<file path="config.mk">
export PLATFORM = sky130hd
export DESIGN_NAME = log_transform_minmax_normalize_unit
export DESIGN_NICKNAME = d
export VERILOG_FILES = /design/src/hw/rtl/lognorm_pkg.sv /design/src/hw/rtl/lognorm_div.sv /design/src/hw/rtl/log_transform_minmax_normalize_unit.sv
export SDC_FILE = /design/constraint.sdc
export NUM_CORES = 2
export LEC_CHECK = 0
export ABC_AREA = 1
export BUFFER_PORTS_ARGS = -buffer_cell sky130_fd_sc_hd__buf_2
export CAP_MARGIN = 25
export CORE_MARGIN = 4
export CORE_UTILIZATION = 35
export DETAILED_ROUTE_END_ITERATION = 7
export PLACE_DENSITY = 0.52
export SYNTH_ARGS = -nofsm -noshare
export SYNTH_HDL_FRONTEND = slang
export SYNTH_SLANG_ARGS = --single-unit
</file>
<file path="constraint.sdc">
create_clock -name clk_i -period 16.9 [get_ports clk_i]
set_clock_uncertainty 0.05 [all_clocks]
set_input_delay 1.69 -clock clk_i [delete_from_list [all_inputs] [get_ports clk_i]]
set_output_delay 1.69 -clock clk_i [all_outputs]
set_load 0.03 [all_outputs]
</file>
<file path="src/hw/rtl/lognorm_pkg.sv">
// Shared constants, types and the log lookup table for the log transform block.
// Used by lognorm_div and log_transform_minmax_normalize_unit; depends on nothing.
package lognorm_pkg;

  // Fraction bits of the log values, range 8 to 16.
  localparam int unsigned LOG_FRAC_BITS = 12;
  // ln(256) < 8, so three integer bits suffice.
  localparam int unsigned LOG_W         = LOG_FRAC_BITS + 3;
  localparam int unsigned SAMPLE_W      = 8;
  localparam int unsigned TABLE_DEPTH   = 256;
  localparam int unsigned RECIP_W       = 24;
  // Dividend 255 * 2^(F+8) plus half the divisor stays below 2^(F+16).
  localparam int unsigned NUM_W         = LOG_FRAC_BITS + 16;
  localparam int unsigned CNT_W         = $clog2(NUM_W + 1);
  localparam int unsigned PROD_W        = LOG_W + RECIP_W;
  localparam int unsigned OUT_SHIFT     = LOG_FRAC_BITS + 8;

  localparam logic [RECIP_W-1:0] RECIP_MAX  = {RECIP_W{1'b1}};
  localparam logic [NUM_W-1:0]   NUM_BASE   = NUM_W'(255) << (LOG_FRAC_BITS + 8);
  localparam logic [PROD_W:0]    ROUND_HALF = (PROD_W + 1)'(1) << (LOG_FRAC_BITS + 7);
  localparam logic [SAMPLE_W-1:0] OUT_MAX   = {SAMPLE_W{1'b1}};

  // Gain register codes.
  localparam logic signed [1:0] GAIN_ZERO = 2'sb00;
  localparam logic signed [1:0] GAIN_POS  = 2'sb01;
  localparam int unsigned       GAIN_NEG_BIT = 1;

  localparam logic [63:0] LN2_Q32 = 64'd2977044472;

  typedef logic [LOG_W-1:0] log_table_t [TABLE_DEPTH];

  // ln(x) for x in 1..256: log2 by repeated squaring of a Q30 mantissa,
  // then scaled by ln2 and rounded half up.
  function automatic logic [LOG_W-1:0] log_fixed(input logic [8:0] x);
    logic [63:0] k;
    logic [63:0] m;
    logic [63:0] frac;
    logic [63:0] log2q;
    logic [63:0] prod;
    k    = '0;
    frac = '0;
    for (int j = 1; j <= 8; j++) begin
      if ((x >> j) != 9'd0) begin
        k = 64'(j);
      end
    end
    m = 64'(x) << (30 - k);
    for (int i = 0; i < 24; i++) begin
      m    = (m * m) >> 30;
      frac = frac << 1;
      if (m >= (64'd1 << 31)) begin
        m    = m >> 1;
        frac = frac | 64'd1;
      end
    end
    log2q = (k << 24) | frac;
    prod  = log2q * LN2_Q32;
    prod  = (prod + (64'd1 << (55 - LOG_FRAC_BITS))) >> (56 - LOG_FRAC_BITS);
    return prod[LOG_W-1:0];
  endfunction

  function automatic log_table_t build_log_table();
    log_table_t tbl;
    for (int p = 0; p < TABLE_DEPTH; p++) begin
      tbl[p] = log_fixed(9'(p + 1));
    end
    return tbl;
  endfunction

  // Entry p holds ln(1 + p).
  localparam log_table_t LOG_TABLE = build_log_table();

endpackage

</file>
<file path="src/hw/rtl/lognorm_div.sv">
// Restoring divider, one quotient bit per cycle, for the per-frame reciprocal.
// Depends on lognorm_pkg.
module lognorm_div
  import lognorm_pkg::*;
(
  input  logic             clk_i,
  input  logic             rst_ni,
  input  logic             start_i,
  input  logic [NUM_W-1:0] dividend_i,
  input  logic [LOG_W-1:0] divisor_i,
  output logic             done_o,
  output logic [NUM_W-1:0] quotient_o
);

  logic [NUM_W-1:0] quo_q, quo_d;
  logic [LOG_W-1:0] rem_q, rem_d;
  logic [LOG_W-1:0] dvs_q;
  logic [CNT_W-1:0] cnt_q, cnt_d;
  logic             done_q, done_d;
  logic [LOG_W:0]   trial;
  logic [LOG_W-1:0] diff;

  assign trial = {rem_q, quo_q[NUM_W-1]};
  // When the divisor fits, trial stays below twice the divisor, so the
  // difference fits in LOG_W bits.
  assign diff  = trial[LOG_W-1:0] - dvs_q;

  always_comb begin
    quo_d  = quo_q;
    rem_d  = rem_q;
    cnt_d  = cnt_q;
    done_d = 1'b0;
    if (start_i) begin
      quo_d = dividend_i;
      rem_d = '0;
      cnt_d = CNT_W'(NUM_W);
    end else if (cnt_q != '0) begin
      // Shift one dividend bit in, subtract when it fits.
      if (trial >= {1'b0, dvs_q}) begin
        rem_d = diff;
        quo_d = {quo_q[NUM_W-2:0], 1'b1};
      end else begin
        rem_d = trial[LOG_W-1:0];
        quo_d = {quo_q[NUM_W-2:0], 1'b0};
      end
      cnt_d  = cnt_q - CNT_W'(1);
      done_d = (cnt_q == CNT_W'(1));
    end
  end

  always_ff @(posedge clk_i or negedge rst_ni) begin
    if (!rst_ni) begin
      cnt_q  <= '0;
      done_q <= 1'b0;
    end else begin
      cnt_q  <= cnt_d;
      done_q <= done_d;
    end
  end

  always_ff @(posedge clk_i) begin
    quo_q <= quo_d;
    rem_q <= rem_d;
    if (start_i) begin
      dvs_q <= divisor_i;
    end
  end

  assign done_o     = done_q;
  assign quotient_o = quo_q;

endmodule

</file>
<file path="src/hw/rtl/log_transform_minmax_normalize_unit.sv">
// Top level of the log intensity transform with min/max normalization.
// Depends on lognorm_pkg and lognorm_div.
//
//  channel   | handshake                   | payload
//  ----------+-----------------------------+------------------------------------
//  input     | in_valid_i / in_ready_o     | mode_i, first_of_pass_i, sample_i
//  output    | out_valid_o / out_ready_i   | out_sample_o
//  config    | gain_sign_we_i (no wait)    | gain_sign_i
//
//  A measure word (mode 0) is absorbed in the cycle it is accepted; the next
//  word can follow at once. A map word (mode 1) steps through lookup,
//  prepare, multiply and output load, then back to idle. The first map word
//  of a pass with a positive log range also runs the bit-serial divider that
//  forms the range reciprocal, between prepare and multiply. The output load
//  waits while the output register is full and not being read; reset sets
//  control state, the gain (to positive) and the extremes only.
module log_transform_minmax_normalize_unit
  import lognorm_pkg::*;
(
  input  logic                clk_i,
  input  logic                rst_ni,
  input  logic                gain_sign_we_i,
  input  logic signed [1:0]   gain_sign_i,
  input  logic                in_valid_i,
  output logic                in_ready_o,
  input  logic                mode_i,
  input  logic                first_of_pass_i,
  input  logic [SAMPLE_W-1:0] sample_i,
  output logic                out_valid_o,
  input  logic                out_ready_i,
  output logic [SAMPLE_W-1:0] out_sample_o
);

  localparam logic [2:0] S_IDLE = 3'd0;
  localparam logic [2:0] S_LOOK = 3'd1;
  localparam logic [2:0] S_PREP = 3'd2;
  localparam logic [2:0] S_DIV  = 3'd3;
  localparam logic [2:0] S_MUL  = 3'd4;
  localparam logic [2:0] S_OUT  = 3'd5;

  logic [2:0]          state_q, state_d;
  logic signed [1:0]   gain_q;
  logic [SAMPLE_W-1:0] smallest_q, largest_q;
  logic [SAMPLE_W-1:0] sample_q;
  logic                first_q;
  logic [LOG_W-1:0]    lp_q, lmin_q, lmax_q;
  logic [LOG_W-1:0]    n_q;
  logic [RECIP_W-1:0]  recip_q;
  logic [PROD_W-1:0]   prod_q;
  logic                out_valid_q;
  logic [SAMPLE_W-1:0] out_sample_q;

  logic                in_acc;
  logic                out_load;
  logic                inverted;
  logic [LOG_W-1:0]    n_d;
  logic [LOG_W-1:0]    range_d;
  logic                range_pos;
  logic                div_start;
  logic                div_done;
  logic [NUM_W-1:0]    div_quo;
  logic [PROD_W:0]     rounded;
  logic [PROD_W:0]     scaled;
  logic [SAMPLE_W-1:0] mapped;

  assign in_ready_o = (state_q == S_IDLE);
  assign in_acc     = in_valid_i && in_ready_o;
  assign inverted   = gain_q[GAIN_NEG_BIT];

  // Numerator and log range, from the registered lookups.
  assign range_pos = lmax_q > lmin_q;
  assign range_d   = lmax_q - lmin_q;
  always_comb begin
    if (inverted) begin
      n_d = (lmax_q > lp_q) ? (lmax_q - lp_q) : '0;
    end else begin
      n_d = (lp_q > lmin_q) ? (lp_q - lmin_q) : '0;
    end
  end

  assign div_start = (state_q == S_PREP) && first_q && range_pos;

  lognorm_div u_div (
    .clk_i      (clk_i),
    .rst_ni     (rst_ni),
    .start_i    (div_start),
    .dividend_i (NUM_BASE + NUM_W'(range_d >> 1)),
    .divisor_i  (range_d),
    .done_o     (div_done),
    .quotient_o (div_quo)
  );

  // Round half up, then saturate to the sample range.
  assign rounded = {1'b0, prod_q} + ROUND_HALF;
  assign scaled  = rounded >> OUT_SHIFT;
  assign mapped  = (scaled > (PROD_W + 1)'(OUT_MAX)) ? OUT_MAX : scaled[SAMPLE_W-1:0];

  assign out_load = (state_q == S_OUT) && (!out_valid_q || out_ready_i);

  // Sequencer: advance one step per cycle, hold in the idle, divider and output steps.
  always_comb begin
    state_d = state_q;
    case (state_q)
      S_IDLE: if (in_acc && mode_i) state_d = S_LOOK;
      S_LOOK: state_d = S_PREP;
      S_PREP: state_d = div_start ? S_DIV : S_MUL;
      S_DIV:  if (div_done) state_d = S_MUL;
      S_MUL:  state_d = S_OUT;
      S_OUT:  if (out_load) state_d = S_IDLE;
      default: state_d = S_IDLE;
    endcase
  end

  always_ff @(posedge clk_i or negedge rst_ni) begin
    if (!rst_ni) begin
      state_q     <= S_IDLE;
      gain_q      <= GAIN_POS;
      smallest_q  <= OUT_MAX;
      largest_q   <= '0;
      out_valid_q <= 1'b0;
    end else begin
      state_q <= state_d;
      if (gain_sign_we_i) begin
        gain_q <= gain_sign_i;
      end
      // Measure pass: restart extremes on the first word, else widen them.
      if (in_acc && !mode_i) begin
        if (first_of_pass_i) begin
          smallest_q <= sample_i;
          largest_q  <= sample_i;
        end else begin
          if (sample_i < smallest_q) smallest_q <= sample_i;
          if (sample_i > largest_q)  largest_q  <= sample_i;
        end
      end
      if (out_load) begin
        out_valid_q <= 1'b1;
      end else if (out_ready_i) begin
        out_valid_q <= 1'b0;
      end
    end
  end

  always_ff @(posedge clk_i) begin
    if (in_acc) begin
      sample_q <= sample_i;
      first_q  <= first_of_pass_i;
    end
    if (state_q == S_LOOK) begin
      lp_q   <= LOG_TABLE[sample_q];
      lmin_q <= LOG_TABLE[smallest_q];
      lmax_q <= LOG_TABLE[largest_q];
    end
    if (state_q == S_PREP) begin
      n_q <= n_d;
      // Flat or inverted extremes give a zero reciprocal.
      if (first_q && !range_pos) begin
        recip_q <= '0;
      end
    end
    if ((state_q == S_DIV) && div_done) begin
      recip_q <= (|div_quo[NUM_W-1:RECIP_W]) ? RECIP_MAX : div_quo[RECIP_W-1:0];
    end
    if (state_q == S_MUL) begin
      prod_q <= PROD_W'(n_q) * PROD_W'(recip_q);
    end
    if (out_load) begin
      out_sample_q <= (gain_q == GAIN_ZERO) ? '0 : mapped;
    end
  end

  assign out_valid_o  = out_valid_q;
  assign out_sample_o = out_sample_q;

`ifndef SYNTH
  a_map_starts_lookup: assert property (@(posedge clk_i) disable iff (!rst_ni)
    (in_acc && mode_i) |=> (state_q == S_LOOK))
    else $error("map word did not start the lookup step");

  a_measure_stays_idle: assert property (@(posedge clk_i) disable iff (!rst_ni)
    (in_acc && !mode_i) |=> (state_q == S_IDLE))
    else $error("measure word left the idle state");

  a_first_sets_equal: assert property (@(posedge clk_i) disable iff (!rst_ni)
    (in_acc && !mode_i && first_of_pass_i) |=> (smallest_q == largest_q))
    else $error("first measure word did not restart both extremes");

  a_div_done_in_div: assert property (@(posedge clk_i) disable iff (!rst_ni)
    div_done |-> (state_q == S_DIV))
    else $error("divider finished outside the divide step");

  a_zero_gain_zero_out: assert property (@(posedge clk_i) disable iff (!rst_ni)
    (out_load && (gain_q == GAIN_ZERO)) |=> (out_sample_o == '0))
    else $error("zero gain produced a nonzero word");
`endif

endmodule

</file>
**After elaboration in Yosys (flattened, before gate mapping)**

Memories as Yosys holds them, arrays and structs flattened. A register that Yosys moved wholly into a read port is not among the register bits.
Index checks and enable logic that the tools add are counted.

- Register bits after elaboration: 181
- Bits in latches: 0
- RAM bits: 0
- Memory bits (read-only): 11,520
- Memories: 3

Memories:

| memory | words | width | rd ports | clocked after memory_dff | wr ports | line | text |
|---|---|---|---|---|---|---|---|
| (name not given) | 256 | 15 | 1 | 1 | 0 | log_transform_minmax_normalize_unit.sv:152 | `lmax_q <= LOG_TABLE[largest_q];` |
| (name not given) | 256 | 15 | 1 | 1 | 0 | log_transform_minmax_normalize_unit.sv:151 | `lmin_q <= LOG_TABLE[smallest_q];` |
| (name not given) | 256 | 15 | 1 | 1 | 0 | log_transform_minmax_normalize_unit.sv:150 | `lp_q <= LOG_TABLE[sample_q];` |

- Add/sub/neg operators: 7
- $mul: 1
- Divide/modulo/power cells: 0
- Order comparisons: 7
- Equal/unequal tests: 9
- Shift operators: 0
- Multiplexer cells: 27
- Bitwise operators: 3
- Reductions and logical operators: 26

Operator list:

| kind | count |
|---|---|
| $mux W24 | 4 |
| $mux W15 | 4 |
| $sub A15 B15 Y15 | 4 |
| $mux W28 | 2 |
| $gt A15 B15 Y1 | 3 |
| $add A39 B20 Y40 const B | 1 |
| $mux W8 | 5 |
| $mul A15 B24 Y39 | 1 |
| $not A8 Y9 | 3 |
| $add A21 B15 Y22 const A | 1 |
| $gt A20 B8 Y1 const B | 1 |
| $pmux W3 S6 | 1 |
| $ge A16 B15 Y1 | 1 |
| $mux W3 | 4 |
| $reduce_bool A2 Y1 | 6 |
| $mux W5 | 2 |
| $gt A8 B8 Y1 | 1 |
| $logic_and A1 B1 Y1 | 8 |
| $lt A8 B8 Y1 | 1 |
| $eq A3 B2 Y1 const B | 2 |
| $eq A3 B3 Y1 const B | 2 |
| $reduce_and A2 Y1 | 3 |
| $eq A5 B1 Y1 const B | 1 |
| $mux W1 | 5 |
| 11 further kinds | 14 |

**Depth between registers and ports, before layout**

- Depth after elaboration: 6
- Depth in mapped cells: 28
- Depth with buffers taken out: 27

**Modules after synthesis**

A second synthesis with hierarchy kept.

- Cell total of the unflattened synthesis: 4,931
- Area total of the unflattened synthesis: 33,343.2 um^2

By module, submodules not included:

| module | times used | cells an instance | area an instance (um^2) | seq. area each (um^2) |
|---|---|---|---|---|
| log_transform_minmax_normalize_unit | 1 | 4,464 | 29,554.6 | 4,195.3 |
| lognorm_div | 1 | 467 | 3,788.6 | 1,741.7 |

**Worst setup path after synthesis**

No wires, ideal clock.

- Path kind: reg2reg
- Start point: reg n_q[3]
- End point: reg prod_q[36], data pin
- Setup time: 0.252 ns
- Data arrival time: 5.160 ns
- Slack: 11.437 ns
- Stages on the path, launching flop included: 23
- Clock period less this slack: 5.463 ns
- Path through: edfxtp_1 clkbuf_1 nand2_1 fa_1 inv_1 fa_1 fa_1 inv_1 fa_1 inv_1 fa_1 inv_1 fa_1 inv_1 ha_1 nand2_1 nand2_1 a21boi_0 a21boi_0 o21a_1 nand2_1 nand2_1 nand2_1

- Longest elaborated chain between the ends: 1

RTL lines:

| element | line | text |
|---|---|---|
| start, declared | log_transform_minmax_normalize_unit.sv:47 | `logic [LOG_W-1:0] n_q;` |
| start signal, assigned | log_transform_minmax_normalize_unit.sv:155 | `n_q <= n_d;` |
| $mul A15 B24 Y39 | log_transform_minmax_normalize_unit.sv:165 | `prod_q <= PROD_W'(n_q) * PROD_W'(recip_q);` |
| end signal, assigned | log_transform_minmax_normalize_unit.sv:165 |  |
| end, declared | log_transform_minmax_normalize_unit.sv:49 | `logic [PROD_W-1:0] prod_q;` |

Every way passes these cells.
A chain may end at the register's enable or synchronous reset.

**Worst setup path in the final report**

- Start point: reg n_q[3]
- End point: reg prod_q[34], data pin

The elaborated chain is that of the path after synthesis.

==> impl_results.md <==
- CP endpoint kind: flop
- Postcts setup bufs: 0
- Core outline area: around 94000 um^2
- CP required: 17.18 ns
- Data arrival, critical path: ~6.5 ns
- Failing checks: DRC
- Synth top area cells: fa_1 (17%), nand2_1 (16%), edfxtp_1 (15%)
- Wire length per cell: between 20 and 25 um
- CTS root buffer: clkbuf_16
- Asr flop ratio synth: 13.5%
- Status: complete, but fails checks
- Clk pin slew, worst setup/hold paths: roughly 0.060 ns
- HP Class: flop to flop
- CP max-delay cell: edfxtp_1
- Post-DP HPWL: about 94 mm
- Final WL: around 120 mm
- Top delay family on crit path: adder cells
- Startpoint types: flop
- CP max FO: 24
- Critical path class: flop to flop
- Cell Area, Synth: approximately 33000 um^2
- Mean Syn Cell Area: 6.77 um^2
- Die height: approximately 320 um
- Via density: 5.45
- Pin count of the biggest net entering global routing: 65
- Worst stage delay on the critical path: 1.00 ns
- Site Rows: between 100 and 150
- Antenna violations before repair: 1
- Final setup TNS: 0 ns
- Cells after Synth: around 4900
- CTS tree: done
- Share of cells above drive strength 1: approximately 4.0%
- Hold buffers post-CTS: 0
- Fillers: roughly 10000
- Achievable clock frequency: between 150 and 200 MHz
- Total gr overflow: 0
- Detailed-router iteration count before antenna repair: 8
- Top FF cell, synth: edfxtp_1
- Most common cell after layout, fill and taps aside: nand2_1
- CTS resizes: 0
- Final Wtd Congestion: 1.03
- Final Cycle Share: 36.5%
- Flops & latches, synth: slightly above 200
- Synth cell types: 61
- Post-synthesis sequential area ratio: between 15 and 20%
- Worst Path Buf+Inv: 6
- Final net count: ~5300
- Via count of the first global-routing pass: approximately 33000
- Register Area: between 5000 and 6000 um^2
- GRT Total Usage: 24.4%
- CP Cell Sequence: nand2_1 > fa_1 > inv_1 > fa_1 > fa_1 > inv_1 > fa_1 > inv_1 > fa_1 > inv_1 > fa_1 > inv_1 > ha_1 > nand2_1 > nor2_1 > inv_1 > nor2_1 > and3_1 > nand2_1 > nand3_1 > nand2_1
- Number of synthesized flops with an enable pin: between 150 and 200
- CTS Sinks: 207
- Ys Warns: 0
- Final Setup Violations: 0
- # IOs: 27
- Maxcap violations: 0
- Max clock buf depth: 3
- Synth top area share: 17.4%
- Cell taking the most area after synthesis: fa_1
- Max Slew Vio Count: 0
- Initial Utilization: between 30% and 40%
- Worst-Skew Late Latency: approximately 0.58 ns
- Area delta synth->final: 6.47%
- First-pass GRT wire length: between 150 and 200 mm
- CTS H-tree depth: 1
- Final design utilization: a little under two fifths
- Multi-input combinational cell area: between 20000 and 25000 um^2
- Via count: roughly 33000
- CTS buffer count: 27
- Drt drc: 4
- Die area: 99500 um^2
- Commonest cells after routing, fill and taps aside: nand2_1 (1428), inv_1 (877), nand3_1 (330), o21ai_0 (301), nor2_1 (296)
- Port Buffers: 26
- Ant. Diodes: 0
- RSZ-0062 raised after global routing: no
- Die X: approximately 320 um
- Hold Fails Final Rpt: 0
- Rel. slew slack: around a quarter
- Drt initial violations: approximately 4000
- Synthesized Nets: 5428
- Minimum clock period: between 6 and 7 ns
- Measured slew at the worst slew-check pin: 1.12 ns
- Detail Route Antenna Nets: 0
-- stage by stage --
stage                     instances  hold slack, ns  setup WS [ns]  area [um^2]
after floorplan                4888           0.398          11.44        33100
after global placement         6003           0.418          10.72        34100
after detailed placement       6007           0.423          10.68        34200
after CTS                      6057           0.433          10.67        35100
after global routing           6065           0.465          10.30        35200
final                          6065           0.427          10.73        35200
-- per-layer routing --
metal  vias to the layer above  part of all wire [%]  track usage [%]
met5                         -                     0                0
met4                         0                   5.2             10.5
met3                       390                   8.6             3.89
met2                      1705                    45             39.8
met1                     15600                    41             32.0
li1                      15400                     -                -
-- state kept, by name, indices dropped and copies added, names as in the netlist --
name	cells
lmin_q	15
out_valid_o	1
u_div.dvs_q	15
lmax_q	15
prod_q	20
u_div.cnt_q	5
u_div.done_o	1
u_div.quotient_o	28
lp_q	15
smallest_q	8
first_q	1
sample_q	8
largest_q	8
gain_q	2
n_q	15
u_div.rem_q	15
recip_q	24
state_q	3
out_sample_o	8
-- final cells by class --
class / count / share of cell area [%]
inverters: 894 / 9.55
clock inverters: 17 / 0.437
multi-input cells: 3589 / 65.0
flip-flops and latches: 207 / 16.9
clock buffers: 33 / 1.98
repair buffers: 71 / 1.71
well taps: 1254 / 4.45
-- cell usage after synthesis, types with 7 or more instances --
cell and n:
nand2_1 1428, inv_1 877, nand3_1 330, o21ai_0 301, nor2_1 298, fa_1 287, a21oi_1 256, ha_1 236
edfxtp_1 164, clkbuf_1 102, buf_2 69, nand4_1 63, o211ai_1 62, xor2_1 40, a31oi_1 36, nor3_1 34
xnor2_1 24, dfrtp_1 19, o21bai_1 17, nand2_2 16, o2111ai_1 16, buf_1 15, dfxtp_1 15, o22ai_1 14
inv_2 12, o221ai_1 12, nor2_2 11, o21ai_1 11, o21ai_2 10, a21o_1 9, dfstp_2 9, nand3b_1 8
o21a_1 7, or2_2 7
-- worst paths after layout --
check	from	endpoint	slack, ns	depth (start not counted)
worst min-delay path	u_div.rem_q[9]	u_div.rem_q[9]	0.43	2
worst max register to register	n_q[3]	prod_q[34]	10.73	21
worst min register to register	u_div.rem_q[9]	u_div.rem_q[9]	0.43	2
max in group asynchronous	rst_ni	smallest_q[6]	15.31	2
worst max-delay path	n_q[3]	prod_q[34]	10.73	21
min in group asynchronous	rst_ni	state_q[0]	0.95	1
-- worst reg2reg max path: cells and delay by family, from the launching register on --
family                     cells  cell delay [ns]
DFF                            1             1.00
adders and majority gates      7             3.37
and+or+nand+nor                8             1.17
buffers and inverters          6             0.35
-- cell families (layout without fill, tap and decap cells) --
logic type	count (synthesis)	after routing	synth area share, %
AOI/OAI and AO/OA	789	789	13.6
xor gates and xnor gates	64	64	1.69
adders and majority gates	523	523	26.3
buffers and inverters	1092	1015	12.9
DFF	207	207	17.9
and+or+nand+nor	2213	2213	27.6
Power is left out: the tool's default activity adds up to more than one toggle a clock period on the data nets, which glitch-free logic cannot reach.
